--- config.mk ---
export PLATFORM = sky130hd
export DESIGN_NAME = brfs_queue
export DESIGN_NICKNAME = d
export VERILOG_FILES = /design/src/brfs_pkg.sv /design/src/brfs_queue.sv
export SDC_FILE = /design/constraint.sdc
export NUM_CORES = 1
export LEC_CHECK = 0
export ABC_AREA = 1
export BUFFER_PORTS_ARGS = -buffer_cell sky130_fd_sc_hd__clkbuf_2
export CAP_MARGIN = 20
export CORE_MARGIN = 5
export CORE_UTILIZATION = 50
export DETAILED_ROUTE_END_ITERATION = 6
export PLACE_DENSITY = 0.75
export SETUP_SLACK_MARGIN = 0.2
export SYNTH_ARGS = -nofsm -noshare
export SYNTH_HDL_FRONTEND = slang
export SYNTH_SLANG_ARGS = --single-unit
--- constraint.sdc ---
create_clock -name clk -period 5.7 [get_ports clk]
set_input_delay 0 -clock clk [delete_from_list [all_inputs] [get_ports clk]]
set_output_delay 0 -clock clk [all_outputs]
set_load 0.005 [all_outputs]
--- src/brfs_pkg.sv ---
// ----------------------------------------------------------------------------
// brfs_pkg
// Shared types, constants and ring arithmetic of the byte ring FIFO.
// ----------------------------------------------------------------------------
package brfs_pkg;

  localparam int CAPACITY    = 1024;
  localparam int PATTERN_MAX = 8;
  localparam int QDEPTH      = 2;

  localparam int PTR_W  = $clog2(CAPACITY);
  localparam int LEN_W  = 11;
  localparam int PLEN_W = 4;
  localparam int PAT_W  = 8 * PATTERN_MAX;
  localparam int QPTR_W = (QDEPTH > 1) ? $clog2(QDEPTH) : 1;
  localparam int QCNT_W = $clog2(QDEPTH + 1);

  localparam logic [3:0] CMD_PUSH   = 4'd0;
  localparam logic [3:0] CMD_POP    = 4'd1;
  localparam logic [3:0] CMD_POPW   = 4'd2;
  localparam logic [3:0] CMD_PEEK   = 4'd3;
  localparam logic [3:0] CMD_PEEKW  = 4'd4;
  localparam logic [3:0] CMD_SKIP   = 4'd5;
  localparam logic [3:0] CMD_REWIND = 4'd6;
  localparam logic [3:0] CMD_CLEAR  = 4'd7;
  localparam logic [3:0] CMD_FIND   = 4'd8;

  localparam logic [2:0] ST_OK       = 3'd0;
  localparam logic [2:0] ST_FULL     = 3'd1;
  localparam logic [2:0] ST_EMPTY    = 3'd2;
  localparam logic [2:0] ST_SHORT    = 3'd3;
  localparam logic [2:0] ST_NOTFOUND = 3'd4;

  localparam logic [1:0] REG_LOW_FILL = 2'd0;
  localparam logic [1:0] REG_PATTERN  = 2'd1;
  localparam logic [1:0] REG_PAT_LEN  = 2'd2;

  typedef enum logic [3:0] {
    OP_PUSH, OP_POP, OP_POPW, OP_PEEK, OP_PEEKW,
    OP_SKIP, OP_REWIND, OP_CLEAR, OP_FIND, OP_NOP
  } op_t;

  typedef enum logic [2:0] {
    BK_IDLE, BK_RD_LO, BK_RD_HI, BK_SCAN, BK_FIN
  } bk_state_t;

  typedef struct packed {
    op_t               op;
    logic [7:0]        data;
    logic [LEN_W-1:0]  amount;
  } item_t;

  typedef struct packed {
    logic [LEN_W-1:0]  low_fill_level;
    logic [63:0]       search_pattern;
    logic [PLEN_W-1:0] pattern_length;
  } cfg_t;

  // (base + off) mod CAPACITY, valid for base + off < 2*CAPACITY
  function automatic logic [PTR_W-1:0] ring_add(logic [PTR_W-1:0] base,
                                                logic [LEN_W-1:0] off);
    logic [LEN_W:0] s;
    s = {{(LEN_W+1-PTR_W){1'b0}}, base} + {1'b0, off};
    if (s >= (LEN_W+1)'(CAPACITY)) begin
      s = s - (LEN_W+1)'(CAPACITY);
    end
    return s[PTR_W-1:0];
  endfunction

  // (base - off) mod CAPACITY, valid for off <= CAPACITY
  function automatic logic [PTR_W-1:0] ring_sub(logic [PTR_W-1:0] base,
                                                logic [LEN_W-1:0] off);
    logic [LEN_W:0] s;
    s = {{(LEN_W+1-PTR_W){1'b0}}, base} + (LEN_W+1)'(CAPACITY) - {1'b0, off};
    if (s >= (LEN_W+1)'(CAPACITY)) begin
      s = s - (LEN_W+1)'(CAPACITY);
    end
    return s[PTR_W-1:0];
  endfunction

endpackage

--- src/brfs_queue.sv ---
// ----------------------------------------------------------------------------
// brfs_queue
// Short item queue between the front and the back.
// ----------------------------------------------------------------------------
module brfs_queue
  import brfs_pkg::*;
(
  input  logic  clk,
  input  logic  rst_n,
  input  logic  push,
  input  item_t push_item,
  output logic  push_ready,
  output logic  pop_valid,
  output item_t pop_item,
  input  logic  pop
);

  item_t              entry_r [QDEPTH];
  logic [QPTR_W-1:0]  wr_ptr_r, wr_ptr_nxt;
  logic [QPTR_W-1:0]  rd_ptr_r, rd_ptr_nxt;
  logic [QCNT_W-1:0]  cnt_r, cnt_nxt;
  logic               do_push, do_pop;

  assign push_ready = (cnt_r != QCNT_W'(QDEPTH));
  assign pop_valid  = (cnt_r != '0);
  assign pop_item   = entry_r[rd_ptr_r];
  assign do_push    = push && push_ready;
  assign do_pop     = pop && pop_valid;

  always_comb begin
    wr_ptr_nxt = wr_ptr_r;
    rd_ptr_nxt = rd_ptr_r;
    cnt_nxt    = cnt_r;
    if (do_push) begin
      wr_ptr_nxt = (wr_ptr_r == QPTR_W'(QDEPTH - 1)) ? '0 : wr_ptr_r + QPTR_W'(1);
    end
    if (do_pop) begin
      rd_ptr_nxt = (rd_ptr_r == QPTR_W'(QDEPTH - 1)) ? '0 : rd_ptr_r + QPTR_W'(1);
    end
    if (do_push && !do_pop) begin
      cnt_nxt = cnt_r + QCNT_W'(1);
    end else if (!do_push && do_pop) begin
      cnt_nxt = cnt_r - QCNT_W'(1);
    end
  end

  always_ff @(posedge clk) begin
    if (!rst_n) begin
      wr_ptr_r <= '0;
      rd_ptr_r <= '0;
      cnt_r    <= '0;
    end else begin
      wr_ptr_r <= wr_ptr_nxt;
      rd_ptr_r <= rd_ptr_nxt;
      cnt_r    <= cnt_nxt;
    end
    if (do_push) begin
      entry_r[wr_ptr_r] <= push_item;
    end
  end

endmodule

==> flow_metrics.tcl <==
set metrics [dict create \
    hold_viol_final 0 \
    hpwl_um 2270 \
    end_kind "output port" \
    dr.pass1.iters 4 \
    port_buffers 51 \
    die_area_mm2 0.00514 \
    ant_nets 0 \
    period_share_pct 31.8 \
    rsz0062_at_grt "no" \
    chipWidth_um 71.7 \
    syn_inst 108 \
    crit_type "reg2out" \
    drtIter0Drc 50 \
    diodes 0 \
    arrival_ns 1.81 \
    yosys_warnings 0 \
    clock-sinks 51 \
    layout_commonest_cell "clkbuf_2" \
    fin_total_pwr_uw 952 \
    io_pins 52 \
    hold_depth 4 \
    via_per_inst 4.85 \
    tightest_slew_ns 0.965 \
    die_y_um 71.7 \
    grt_pass1_wl_um 5450 \
    seq_area_frac_synth_pct 77.8 \
    vias 1158 \
    clkPwrFrac_pct 20.6 \
    final_cell_mix "clkbuf_2 (51), edfxtp_1 (46), dlygate4sd3_1 (24), mux2_2 (23), nand2_1 (9)" \
    p_leak_uw 0.00102 \
    filler_cell_count 247 \
    syn-num-nets 136 \
    layout-drive-gt1-share_pct 45.5 \
    antenna_found_initial 0 \
    syn_area_mm2 0.00190 \
    clock_path_buffers 2 \
    yosys_register_bits 51 \
    groute.usage.overall_pct 14.3 \
    cts_tree "built" \
    post-route-drc-count 0 \
    clk_latency_ns 0.31 \
    cts_resized 0 \
    min_from "pop" \
    max_clock_freq_ghz 0.552 \
    nets 218 \
    synth.top_cell.area_share_pct 72.6 \
    clkTransAtPathRegs_ns 0.08 \
    root_buffer "clkbuf_8" \
    synth_area_leader_cell "edfxtp_1" \
    setup_viol 0 \
    max-slew-margin-rel_pct 35.6 \
    maxCapViolCount 0 \
    cp.required_ns 5.70 \
    cts_made_buffers 5 \
    final-max-slew-violation-count 0 \
    hp-class "in2reg" \
    r2r_start "cnt_r[0]" \
    grt_overflow 0 \
    power_density_mw_per_mm2 371 \
    crit_fanout 23 \
    fin_cells 239 \
    p_sw_uw 263 \
    startpoint_type "flop" \
    htreeDepth 2 \
    grt_pass1_vias 1213 \
    setup_tns_ns 0 \
    ff2ff_path_depth 5 \
    core-area_mm2 0.00366 \
    syn_area_per_cell_um2 17.6 \
    wire_per_inst_um 14.5 \
    reg2reg_to "entry_r[1][10]" \
    internal_power_uw 689 \
    dp.cells 205 \
    rows 22 \
    syn2layout_area_growth_pct 34.9 \
    ff2ff_setup_slack_ns 4.01 \
    period_minus_slack_ns 1.81 \
    yosys-top-cells-area "edfxtp_1 (73%), mux2_2 (14%), dfxtp_1 (5.3%)" \
    grt_start_max_net_pins 24 \
    gp_congestion 0.691 \
    peakVddDrop_v 0.000275 \
    wl_um 3460 \
    seqPwrFrac_pct 53.3 \
    ys_types 14 \
    swShare_pct 27.7 \
    status "completed" \
    fin_skew_ns 0.00734 \
    start_util_pct 52.0 \
    pwr-share-comb_pct 26.1 \
]
## cell usage after synthesis
| cell type | number |
|---|---|
| nand2_1 | 9 |
| nand4_1 | 1 |
| inv_1 | 7 |
| o21a_1 | 1 |
| edfxtp_1 | 46 |
| o21ai_0 | 2 |
| buf_6 | 2 |
| nand3_1 | 1 |
| a21oi_1 | 1 |
| nor2_1 | 8 |
| inv_2 | 1 |
| dfxtp_1 | 5 |
| mux2_2 | 23 |
| ha_1 | 1 |
## metal layers
layer	track usage, %	vias to the layer above	share of wire (%)
li1	-	560	-
met1	14.1	553	36
met2	26.3	32	55
met3	3.51	13	4.9
met4	9.39	0	3.6
met5	0	-	0
## kinds of logic (layout without fill, tap and decap cells)
kind of cell	count (synthesis)	count (layout)	synth area share, %
AOI/OAI and AO/OA	4	4	1.18
adders and majority gates	1	1	0.657
buffers and inverters	10	93	2.76
DFF	51	51	77.8
muxes	23	23	13.6
and+or+nand+nor	19	19	3.94
## area by class of cell
cell class | instances | area, um^2 | area share [%]
Multi-Input combinational cell | 47 | 374 | 14.6
Tap cell | 48 | 60.1 | 2.34
Sequential cell | 51 | 1480 | 57.7
Timing Repair Buffer | 77 | 538 | 21.0
Clock buffer | 5 | 68.8 | 2.68
Clock inverter | 3 | 15.0 | 0.585
Inverter | 8 | 30.0 | 1.17
## state kept, by name, summed over array words and instances, names as in the netlist, named ones only
signal	count
entry_r	46
cnt_r	2
rd_ptr_r	1
wr_ptr_r	1
## power by group through the flow
stage | registers (uW) | logic [uW] | clock network, uW
floorplan | 498 | 148 | 0
global placement | 513 | 208 | 0
detailed placement | 518 | 221 | 0
CTS | 509 | 235 | 200
global route | 516 | 274 | 216
finish | 507 | 249 | 196
## repair_timing
action,4_1_cts,5_1_grt
endpoints found under the hold margin,51,0
hold buffers,24,0
buffers inserted,0,0
## worst max-delay path: stages, from the launching register on
cell	delay, ns
dfxtp_1	0.97
mux2_2	0.43
clkbuf_2	0.11
## per-stage QoR
step                utilization, %  cell area [um^2]  worst slack (ns)  hold WS, ns
finish                        70.1              2570              3.89        0.135
global route                  70.1              2570              3.75        0.161
CTS                           69.0              2520              3.72        0.109
detailed placement            60.1              2200              3.73        0.196
global placement              60.1              2200              3.86        0.191
floorplan                        -              1900              3.74       0.0989
## worst max path at each step
stage,start,endpoint,slack (ns),cells past startpoint
2_1_floorplan,cnt_r[0],entry_r[1][0],3.74,4
3_3_place_gp,cnt_r[0],entry_r[1][20],3.86,4
3_5_place_dp,cnt_r[0],entry_r[1][5],3.73,4
4_1_cts,cnt_r[0],entry_r[1][5],3.72,4
5_1_grt,flop,pop_item[2],3.75,2
6_report,flop,pop_item[7],3.89,2
(Power assumes the default switching activity.)
