[config.mk]
export PLATFORM = sky130hd
export DESIGN_NAME = brfs_front
export DESIGN_NICKNAME = d
export VERILOG_FILES = /design/src/brfs_pkg.sv /design/src/brfs_front.sv
export SDC_FILE = /design/constraint.sdc
export NUM_CORES = 1
export LEC_CHECK = 0
export BUFFER_PORTS_ARGS = -buffer_cell sky130_fd_sc_hd__buf_4
export CAP_MARGIN = 20
export CORE_MARGIN = 5
export CORE_UTILIZATION = 30
export DETAILED_ROUTE_END_ITERATION = 10
export PLACE_DENSITY_LB_ADDON = 0.25
export SKIP_LAST_GASP = 1
export SLEW_MARGIN = 30
export SYNTH_ARGS = -nofsm -noshare
export SYNTH_HDL_FRONTEND = slang
export SYNTH_SLANG_ARGS = --single-unit
[constraint.sdc]
create_clock -name clk -period 2.25 [get_ports clk]
set_clock_uncertainty 0.15 [all_clocks]
set_input_delay 0.3375 -clock clk [delete_from_list [all_inputs] [get_ports clk]]
set_output_delay 0.3375 -clock clk [all_outputs]
set_load 0.01 [all_outputs]
[src/brfs_pkg.sv]
// ----------------------------------------------------------------------------
// brfs_pkg
// Shared types, constants and ring arithmetic of the byte ring FIFO.
// ----------------------------------------------------------------------------
package brfs_pkg;

  localparam int CAPACITY    = 1024;
  localparam int PATTERN_MAX = 8;
  localparam int QDEPTH      = 2;

  localparam int PTR_W  = $clog2(CAPACITY);
  localparam int LEN_W  = 11;
  localparam int PLEN_W = 4;
  localparam int PAT_W  = 8 * PATTERN_MAX;
  localparam int QPTR_W = (QDEPTH > 1) ? $clog2(QDEPTH) : 1;
  localparam int QCNT_W = $clog2(QDEPTH + 1);

  localparam logic [3:0] CMD_PUSH   = 4'd0;
  localparam logic [3:0] CMD_POP    = 4'd1;
  localparam logic [3:0] CMD_POPW   = 4'd2;
  localparam logic [3:0] CMD_PEEK   = 4'd3;
  localparam logic [3:0] CMD_PEEKW  = 4'd4;
  localparam logic [3:0] CMD_SKIP   = 4'd5;
  localparam logic [3:0] CMD_REWIND = 4'd6;
  localparam logic [3:0] CMD_CLEAR  = 4'd7;
  localparam logic [3:0] CMD_FIND   = 4'd8;

  localparam logic [2:0] ST_OK       = 3'd0;
  localparam logic [2:0] ST_FULL     = 3'd1;
  localparam logic [2:0] ST_EMPTY    = 3'd2;
  localparam logic [2:0] ST_SHORT    = 3'd3;
  localparam logic [2:0] ST_NOTFOUND = 3'd4;

  localparam logic [1:0] REG_LOW_FILL = 2'd0;
  localparam logic [1:0] REG_PATTERN  = 2'd1;
  localparam logic [1:0] REG_PAT_LEN  = 2'd2;

  typedef enum logic [3:0] {
    OP_PUSH, OP_POP, OP_POPW, OP_PEEK, OP_PEEKW,
    OP_SKIP, OP_REWIND, OP_CLEAR, OP_FIND, OP_NOP
  } op_t;

  typedef enum logic [2:0] {
    BK_IDLE, BK_RD_LO, BK_RD_HI, BK_SCAN, BK_FIN
  } bk_state_t;

  typedef struct packed {
    op_t               op;
    logic [7:0]        data;
    logic [LEN_W-1:0]  amount;
  } item_t;

  typedef struct packed {
    logic [LEN_W-1:0]  low_fill_level;
    logic [63:0]       search_pattern;
    logic [PLEN_W-1:0] pattern_length;
  } cfg_t;

  // (base + off) mod CAPACITY, valid for base + off < 2*CAPACITY
  function automatic logic [PTR_W-1:0] ring_add(logic [PTR_W-1:0] base,
                                                logic [LEN_W-1:0] off);
    logic [LEN_W:0] s;
    s = {{(LEN_W+1-PTR_W){1'b0}}, base} + {1'b0, off};
    if (s >= (LEN_W+1)'(CAPACITY)) begin
      s = s - (LEN_W+1)'(CAPACITY);
    end
    return s[PTR_W-1:0];
  endfunction

  // (base - off) mod CAPACITY, valid for off <= CAPACITY
  function automatic logic [PTR_W-1:0] ring_sub(logic [PTR_W-1:0] base,
                                                logic [LEN_W-1:0] off);
    logic [LEN_W:0] s;
    s = {{(LEN_W+1-PTR_W){1'b0}}, base} + (LEN_W+1)'(CAPACITY) - {1'b0, off};
    if (s >= (LEN_W+1)'(CAPACITY)) begin
      s = s - (LEN_W+1)'(CAPACITY);
    end
    return s[PTR_W-1:0];
  endfunction

endpackage

[src/brfs_front.sv]
// ----------------------------------------------------------------------------
// brfs_front
// Input register: accepts items and decodes the command into an operation.
// ----------------------------------------------------------------------------
module brfs_front
  import brfs_pkg::*;
(
  input  logic             clk,
  input  logic             rst_n,
  input  logic             in_valid,
  output logic             in_stall,
  input  logic [3:0]       in_cmd,
  input  logic [7:0]       in_data_in,
  input  logic [LEN_W-1:0] in_amount,
  output logic             q_push,
  output item_t            q_item,
  input  logic             q_ready
);

  logic  fe_vld_r, fe_vld_nxt;
  item_t fe_item_r, fe_item_nxt;
  logic  accept;
  op_t   dec_op;

  always_comb begin
    case (in_cmd)
      CMD_PUSH:   dec_op = OP_PUSH;
      CMD_POP:    dec_op = OP_POP;
      CMD_POPW:   dec_op = OP_POPW;
      CMD_PEEK:   dec_op = OP_PEEK;
      CMD_PEEKW:  dec_op = OP_PEEKW;
      CMD_SKIP:   dec_op = OP_SKIP;
      CMD_REWIND: dec_op = OP_REWIND;
      CMD_CLEAR:  dec_op = OP_CLEAR;
      CMD_FIND:   dec_op = OP_FIND;
      default:    dec_op = OP_NOP;
    endcase
  end

  assign in_stall = fe_vld_r && !q_ready;
  assign accept   = in_valid && !in_stall;
  assign q_push   = fe_vld_r;
  assign q_item   = fe_item_r;

  always_comb begin
    fe_vld_nxt  = fe_vld_r;
    fe_item_nxt = fe_item_r;
    if (accept) begin
      fe_vld_nxt         = 1'b1;
      fe_item_nxt.op     = dec_op;
      fe_item_nxt.data   = in_data_in;
      fe_item_nxt.amount = in_amount;
    end else if (q_ready) begin
      fe_vld_nxt = 1'b0;
    end
  end

  always_ff @(posedge clk) begin
    if (!rst_n) begin
      fe_vld_r <= 1'b0;
    end else begin
      fe_vld_r <= fe_vld_nxt;
    end
    fe_item_r <= fe_item_nxt;
  end

endmodule

==> results.py, run 1 <==
metrics = {
    "run_status": {
        "status": "complete, no violations",
    },
    "synthesis": {
        "synth_compound_area_share_pct": 1.64,
        "synth_top_family_by_area": "simple AND/OR/NAND/NOR gates",
        "syn-cell-area_um2": 762,
        "synth_fa_ha_area_share_pct": 0,
        "ys_warn_count": 0,
        "synth_cell_types": 7,
        "synth_seq_cells": 24,
        "postSynthCellCount": 31,
        "postSynthAreaPerCell_um2": 24.6,
        "synth-xor-area-share_pct": 0,
        "synthSimpleGateAreaFrac_pct": 5.09,
        "synthMuxAreaShare_pct": 0,
        "syn-num-nets": 58,
        "seq_area_frac_synth_pct": 93.3,
    },
    "sta": {
        "final.period_utilization_pct": 65.2,
        "report.final.hold_viol_count": 0,
        "setup_tns_ns": 0,
        "max_slew.worst_pin.slew_ns": 0.281,
        "clock.fmax_mhz": 682,
        "finalMaxSlewViolations": 0,
        "setup_ws_ns": 0.783,
        "rsz0062_at_grt": "false",
        "min_period_ns": 1.47,
        "setup_viol": 0,
        "whs_ns": 0.0429,
        "slew_headroom_pct": 81.3,
    },
    "clocking": {
        "hold_buffers": 0,
        "htreeDepth": 1,
        "postCtsSetupBuffers": 0,
        "clkTransAtPathRegs_ns": 0.13,
        "clock_latency_ns": 0.30,
        "cts_root_buf": "clkbuf_4",
        "cts_buffers": 3,
        "tritoncts": "yes",
        "cts-resized-gates": 0,
        "clockBufferDepth": 2,
        "cts_sinks": 24,
    },
    "finish": {
        "multi_input_area_um2": 53.8,
        "area_delta_synth_final_pct": 63.4,
        "seq_area_um2": 711,
        "fillerInstances": 226,
        "layout.cells.non_filler": 117,
        "num_antenna_cells": 0,
        "nets": 115,
        "drive_above_1_share_pct": 66.7,
        "final_cell_area_mm2": 0.00124,
    },
    "critical_path": {
        "crit_type": "flip-flop to primary output",
        "endpoint_kind": "primary output",
        "critical_path_arrival_ns": 0.98,
        "worstPathMaxFanout": 3,
        "startpoint_type": "flip-flop",
        "worst_ep_required_time_ns": 1.76,
    },
    "power_and_ir_drop": {
        "switchingPower_w": 0.000174,
        "p_comb_share_pct": 11.3,
        "p_per_area_mw_per_mm2": 753,
        "internal_power_w": 0.000764,
        "swShare_pct": 18.5,
        "p_leak_nw": 0.529,
        "pwr-share-clk_pct": 32.5,
        "peakVddDrop_mv": 0.470,
        "seq_power_share_pct": 56.2,
    },
    "grt": {
        "grt_usage_pct": 8.23,
        "grt_max_degree": 24,
        "grt_first_pass_wirelength_mm": 2.11,
        "overflow": 0,
        "grt_pass1_vias": 483,
        "antenna_found_initial": 0,
    },
    "floorplan": {
        "die_area_mm2": 0.00365,
        "rows": 18,
        "dieHeight_um": 60.4,
        "coreArea_mm2": 0.00245,
        "ios": 52,
        "die_x_um": 60.4,
        "start_util_pct": 31.0,
    },
    "drt": {
        "dr.pass1.iters": 2,
        "drt_iter0_drc": 1,
        "routed_wl_mm": 1.56,
        "route.detailed.vias_per_inst": 4.01,
        "ant_nets": 0,
        "num_vias": 469,
        "drcViolationCount": 0,
        "routedWlPerCell_um": 13.3,
    },
    "hold_path": {
        "min_path_type": "primary input to flip-flop",
    },
    "place": {
        "preCtsSetupSlack_ns": 0.896,
        "placedCellCount": 113,
        "gp_congestion": 0.655,
        "placed_cell_area_mm2": 0.00119,
        "io_buffer_count": 51,
    },
    "flow_run": {
        "cap_violations": 0,
    },
}
final cells by class:
| type | instances | share of cell area (%) |
|---|---|---|
| multi-input cells | 7 | 4.32 |
| clock inverters | 1 | 2.41 |
| flip-flops and latches | 24 | 57.1 |
| clock buffers | 3 | 1.81 |
| well taps | 30 | 3.02 |
| repair buffers | 52 | 31.4 |
cell usage after synthesis:
cell,n,share of area (%)
nor2b_1,3,2.5
o21a_1,1,0.99
dfxtp_1,1,2.6
nand2b_1,1,0.82
o21ai_0,1,0.66
edfxtp_1,23,91
nor2b_4,1,1.8
worst paths after layout:
check	from	to	slack (ns)	cells after the start
worst max-delay path	q_push$_SDFFE_PN0P_	in_stall	0.78	2
worst min-delay path	in_data_in[2]	q_item[13]$_DFFE_PP_	0.04	1
worst max register to register	q_push$_SDFFE_PN0P_	q_item[20]$_SDFFCE_PP0P_	0.94	3
worst min register to register	q_push$_SDFFE_PN0P_	q_push$_SDFFE_PN0P_	0.52	2
stage by stage:
stage / util, % / total power (W)
floorplan: - / 0.000566
finish: 50.7 / 0.000938
global placement: 48.6 / 0.000643
global route: 50.7 / 0.000971
CTS: 50.7 / 0.000953
detailed placement: 48.6 / 0.000646
routing by layer:
metal  vias up  track usage (%)  share of wire (%)
met1       216             7.66                 30
met4         0             4.75                  0
met2        22             15.9                 60
met5         -                0                  0
li1        231                -                  -
met3         0             2.13                 10
sequential cells by signal, indices dropped and copies added (netlist names):
name	count
q_item	23
q_push	1
cell families (layout without fill, tap and decap cells):
kind of cell | count (synthesis) | count (layout)
simple gates | 5 | 5
compound gates | 2 | 2
buf+inv | 0 | 56
flops | 24 | 24
cell usage in the layout, fill, tap and decap left out:
cell type / count
nand2b_1: 1
nor2b_2: 1
clkbuf_4: 3
o21a_1: 1
buf_4: 52
o21ai_0: 1
nor2b_4: 1
nor2b_1: 2
dfxtp_1: 1
bufinv_16: 1
edfxtp_1: 23
critical path, cell delays in order (launching register included):
cell and delay (ns):
dfxtp_1 0.37, nor2b_4 0.18, buf_4 0.13
power by group through the flow:
stage                     Clock, W  Combinational (W)  Sequential, W
after floorplan                  0          0.0000135       0.000552
after global placement           0           0.000106       0.000537
after detailed placement         0           0.000108       0.000538
after CTS                 0.000317           0.000109       0.000528
after global routing      0.000328           0.000113       0.000530
final                     0.000305           0.000106       0.000527
Note: power is estimated with default switching activity, not from simulation.
==> run 2: changes to the inputs <==
Clock period 2.25 ns to 1.5 ns, I/O delays scaled along.
==> run 2 against run 1 <==
Effect of this change:
- final cell count grew 18%
- cell area up 16%
- global-route usage grew 2.1 points
- wire length grew 19%
- largest cell class unchanged
- flip-flop and latch count did not move
- critical endpoint unchanged
- power increased by 35%
==> results.py, run 2 (same netlist as run 1, synthesis figures left out) <==
metrics = {
    "finish": {
        "num_antenna_cells": 0,
        "nets": 136,
        "final_common_cell": "buf_4",
        "drive_above_1_share_pct": 52.8,
        "final_cell_area_mm2": 0.00145,
        "area_delta_synth_final_pct": 89.8,
        "largest_register_ffs": 23,
        "layout_common_cells": "buf_4, edfxtp_1, dlygate4sd3_1",
        "fillerInstances": 198,
    },
    "grt": {
        "grt_pass1_vias": 625,
        "grt_usage_pct": 10.4,
        "grt_max_degree": 24,
        "overflow": 0,
        "antenna_found_initial": 0,
        "grt_first_pass_wirelength_mm": 2.65,
    },
    "drt": {
        "route.detailed.vias_per_inst": 4.05,
        "routed_wl_mm": 1.85,
        "ant_nets": 0,
        "routedWlPerCell_um": 13.4,
        "dr.pass1.iters": 2,
        "drt_iter0_drc": 2,
        "num_vias": 559,
        "drcViolationCount": 0,
    },
    "critical_path": {
        "crit_type": "flip-flop to primary output",
        "critical_path_arrival_ns": 0.97,
        "path_cells": "nor2b_4 > buf_4",
        "slowest_stage": "dfxtp_1",
        "crit_path_max_incr_delay_ns": 0.35,
        "worstPathMaxFanout": 3,
        "worst_ep_required_time_ns": 1.12,
        "startpoint_type": "flip-flop",
        "endpoint_kind": "primary output",
        "path_buf_inv": 1,
        "crit_family": "flip-flops",
    },
    "floorplan": {
        "die_area_mm2": 0.00365,
        "die_x_um": 60.4,
        "rows": 18,
        "start_util_pct": 31.0,
        "coreArea_mm2": 0.00245,
        "dieHeight_um": 60.4,
        "ios": 52,
    },
    "power_and_ir_drop": {
        "peakVddDrop_mv": 0.640,
        "p_leak_nw": 0.613,
        "p_per_area_mw_per_mm2": 878,
    },
    "sta": {
        "final.period_utilization_pct": 89.5,
        "whs_ns": 0.00163,
        "finalMaxSlewViolations": 0,
        "rsz0062_at_grt": "false",
        "setup_tns_ns": 0,
        "max_slew.worst_pin.slew_ns": 0.134,
        "setup_viol": 0,
        "report.final.hold_viol_count": 0,
        "clock.fmax_mhz": 745,
        "min_period_ns": 1.34,
        "slew_headroom_pct": 91.0,
    },
    "hold_path": {
        "min_path_type": "primary input to flip-flop",
    },
    "place": {
        "gp_congestion": 0.642,
        "io_buffer_count": 51,
        "placed_cell_area_mm2": 0.00121,
    },
    "clocking": {
        "cts_sinks": 24,
        "cts_buffers": 3,
        "clock_latency_ns": 0.29,
        "htreeDepth": 1,
        "clkTransAtPathRegs_ns": 0.12,
        "tritoncts": "yes",
        "clockBufferDepth": 2,
        "cts_root_buf": "clkbuf_4",
        "cts-resized-gates": 0,
    },
    "flow_run": {
        "cap_violations": 0,
    },
    "run_status": {
        "status": "complete, no violations",
    },
}
[run 2: through the flow]
stage / worst slack, ns / util (%) / power [W] / instances
2_1_floorplan: 0.106 / - / 0.000850 / 31
3_3_place_gp: 0.330 / 49.3 / 0.000973 / 113
3_5_place_dp: 0.315 / 49.3 / 0.000977 / 113
4_1_cts: 0.0380 / 59.3 / 0.00129 / 139
5_1_grt: 0.0896 / 58.9 / 0.00133 / 138
6_report: 0.157 / 58.9 / 0.00127 / 138
[run 2: metal layers]
metal	wire, µm	GRT usage, %	up-vias
met1	585	10.4	259
met5	0	0	-
met2	1050	19.8	26
met4	11	4.75	0
li1	-	-	272
met3	198	2.77	2
[run 2: area by class of cell]
cell class / instances / area, µm² / area share [%]
clock buffers: 3 / 22.5 / 1.56
well taps: 30 / 37.5 / 2.60
repair buffers: 73 / 613 / 42.4
clock inverters: 1 / 3.75 / 0.260
flip-flops and latches: 24 / 711 / 49.1
multi-input cells: 7 / 58.8 / 4.07
[run 2: report_power, final]
part	total [W]	switching (W)	leakage, nW	internal, W
clock network	0.000268	0.000171	0.0154	0.0000968
registers	0.000791	0.0000107	0.231	0.000780
logic	0.000212	0.0000744	0.366	0.000137
[run 2: worst paths after layout]
check                       from                   end  cells after the start  slack [ns]
max reg2reg  q_push$_SDFFE_PN0P_  q_item[13]$_DFFE_PP_                      3        0.31
min reg2reg  q_push$_SDFFE_PN0P_   q_push$_SDFFE_PN0P_                      2        0.51
min                     in_valid   q_push$_SDFFE_PN0P_                      2       0.002
max          q_push$_SDFFE_PN0P_              in_stall                      2        0.16
[run 2: repair_timing]
action | CTS | global route
endpoints found under the hold margin | 21 | 0
hold buffers | 22 | 0
endpoints found under the setup margin | 0 | 1
buffers inserted | 0 | 0
==> run 3: changes to the inputs <==
Settings changed: ABC_AREA from default to 1.
==> run 3 against run 2 <==
Effect of this change:
- worst hold slack improved by 0.019 ns
- via count rose by 3.2%
- die area rose by 0.70%
- critical endpoint unchanged
- fmax rose by 3.5%
- largest cell class unchanged
- global-route usage fell by 1.0 points
- first-iteration DRC count rose to 3.5 times the previous value
- combinational power barely moved
- synthesized cell count rose by 23%
- worst setup slack improved by 0.046 ns
- power rose by 14%
- wire length fell by 9.0%
==> results.py, run 3 <==
metrics = {
    "sta": {
        "min_period_ns": 1.30,
        "final.period_utilization_pct": 86.5,
        "clock.fmax_mhz": 771,
        "slew_headroom_pct": 90.2,
        "setup_tns_ns": 0,
        "rsz0062_at_grt": "false",
        "report.final.hold_viol_count": 0,
        "setup_viol": 0,
        "setup_ws_ns": 0.203,
        "max_slew.worst_pin.slew_ns": 0.145,
        "finalMaxSlewViolations": 0,
    },
    "power_and_ir_drop": {
        "p_per_area_mw_per_mm2": 978,
        "p_total_w": 0.00145,
        "swShare_pct": 18.1,
        "internal_power_w": 0.00118,
        "peakVddDrop_mv": 0.961,
        "pwr-share-clk_pct": 30.9,
        "seq_power_share_pct": 54.6,
        "p_leak_nw": 0.655,
        "p_comb_share_pct": 14.5,
        "switchingPower_w": 0.000263,
    },
    "floorplan": {
        "coreArea_mm2": 0.00245,
        "rows": 18,
        "dieHeight_um": 60.6,
        "die_x_um": 60.6,
        "ios": 52,
        "die_area_mm2": 0.00367,
        "start_util_pct": 31.3,
    },
    "place": {
        "hpwl_mm": 1.20,
        "preCtsSetupSlack_ns": 0.309,
        "io_buffer_count": 51,
        "placedCellCount": 120,
        "gp_congestion": 0.593,
    },
    "synthesis": {
        "synth-edff-count": 23,
        "ys_warn_count": 0,
        "synth_fa_ha_area_share_pct": 0,
        "synth_seq_cells": 24,
        "yosysTopAreaCell": "edfxtp_1",
        "synthMuxAreaShare_pct": 0,
        "postSynthCellCount": 38,
        "synthTopCellsByCount": "edfxtp_1, inv_1, nor2_1",
        "seq_area_frac_synth_pct": 92.5,
        "syn-num-nets": 65,
        "synth.area.top_cells": "edfxtp_1, inv_1, dfxtp_1, nor2_1, nand2_2",
        "synth_top_cell_area_share_pct": 89.9,
        "synthSimpleGateAreaFrac_pct": 2.77,
        "synthFlopType": "edfxtp_1",
        "postSynthAreaPerCell_um2": 20.2,
        "synthArstFlopShare_pct": 0,
        "synth_cell_types": 9,
        "synth_compound_area_share_pct": 1.30,
        "synth_top_family_by_area": "buffers and inverters",
        "syn-cell-area_um2": 768,
        "synth.most_common_cell": "edfxtp_1",
        "synth-xor-area-share_pct": 0,
    },
    "finish": {
        "multi_input_area_um2": 38.8,
        "layout_common_cells": "buf_4, edfxtp_1, dlygate4sd3_1",
        "fillerInstances": 205,
        "final_common_cell": "buf_4",
        "drive_above_1_share_pct": 51.3,
        "nets": 143,
        "layout.cells.non_filler": 145,
        "seq_area_um2": 711,
        "largest_register_ffs": 23,
        "num_antenna_cells": 0,
        "area_delta_synth_final_pct": 92.5,
    },
    "critical_path": {
        "endpoint_kind": "primary output",
        "slowest_stage": "dfxtp_1",
        "path_cells": "nand2_2 > inv_2 > buf_4",
        "critical_path_arrival_ns": 0.92,
        "startpoint_type": "flip-flop",
        "crit_path_max_incr_delay_ns": 0.36,
        "crit_type": "flip-flop to primary output",
        "worstPathMaxFanout": 2,
        "worst_ep_required_time_ns": 1.12,
    },
    "drt": {
        "dr.pass1.iters": 4,
        "drcViolationCount": 0,
        "drt_iter0_drc": 7,
        "num_vias": 577,
        "routedWlPerCell_um": 11.6,
        "route.detailed.vias_per_inst": 3.98,
        "routed_wl_mm": 1.68,
        "ant_nets": 0,
    },
    "clocking": {
        "postCtsSetupBuffers": 0,
        "cts_buffers": 3,
        "htreeDepth": 1,
        "clockBufferDepth": 2,
        "clkTransAtPathRegs_ns": 0.11,
        "cts-resized-gates": 0,
        "tritoncts": "yes",
        "cts_root_buf": "clkbuf_4",
        "cts_sinks": 24,
        "hold_buffers": 21,
        "clock_latency_ns": 0.30,
    },
    "grt": {
        "antenna_found_initial": 0,
        "grt_first_pass_wirelength_mm": 2.43,
        "overflow": 0,
        "grt_pass1_vias": 586,
        "grt_max_degree": 24,
        "grt_usage_pct": 9.32,
    },
    "hold_path": {
        "min_path_type": "primary input to flip-flop",
    },
    "flow_run": {
        "cap_violations": 0,
    },
    "run_status": {
        "status": "complete, no violations",
    },
}
[run 3: cell families (layout without fill, tap and decap cells)]
kind of cell	count (synthesis)	after routing
DFF	24	24
buffers and inverters	7	84
and+or+nand+nor	5	5
AOI/OAI and AO/OA	2	2
[run 3: area by class of cell]
class | count | share of cell area (%)
Clock buffer | 3 | 1.52
Clock inverter | 1 | 2.03
Inverter | 7 | 1.78
Multi-Input combinational cell | 7 | 2.62
Sequential cell | 24 | 48.1
Tap cell | 30 | 2.54
Timing Repair Buffer | 73 | 41.5
[run 3: power by group through the flow]
stage	clock (W)	combinational [W]	sequential, W
finish	0.000446	0.000210	0.000790
floorplan	0	0.0000232	0.000828
detailed placement	0	0.000170	0.000806
CTS	0.000464	0.000213	0.000791
global placement	0	0.000166	0.000806
global route	0.000494	0.000227	0.000793
[run 3: worst paths after layout]
path | startpoint | endpoint | cells past startpoint | slack [ns]
worst max-delay path | q_push$_SDFFE_PN0P_ | in_stall | 3 | 0.20
worst min-delay path | in_cmd[0] | q_item[19]$_DFFE_PP_ | 3 | 0.02
worst max register to register | q_push$_SDFFE_PN0P_ | q_item[22]$_DFFE_PP_ | 4 | 0.34
worst min register to register | q_push$_SDFFE_PN0P_ | q_push$_SDFFE_PN0P_ | 2 | 0.35
[run 3: worst max-delay path: cells and delay by family, from the launching register on]
kind,cells,cell delay (ns)
simple gates,1,0.07
buf+inv,2,0.19
flops,1,0.36
[run 3: layer usage]
metal / vias up / GRT usage [%] / part of all wire (%)
li1: 288 / - / -
met1: 260 / 6.94 / 27
met2: 29 / 20.2 / 62
met3: 0 / 4.47 / 11
met4: 0 / 1.86 / 0
met5: - / 0 / 0
[run 3: per-stage QoR]
step	cell area, µm²	utilization [%]	hold slack (ns)
after floorplan	776	-	0.174
after global placement	1220	49.5	0.255
after detailed placement	1220	49.5	0.254
after CTS	1480	60.2	0.00675
after global routing	1480	60.2	0.0138
final	1480	60.2	0.0207
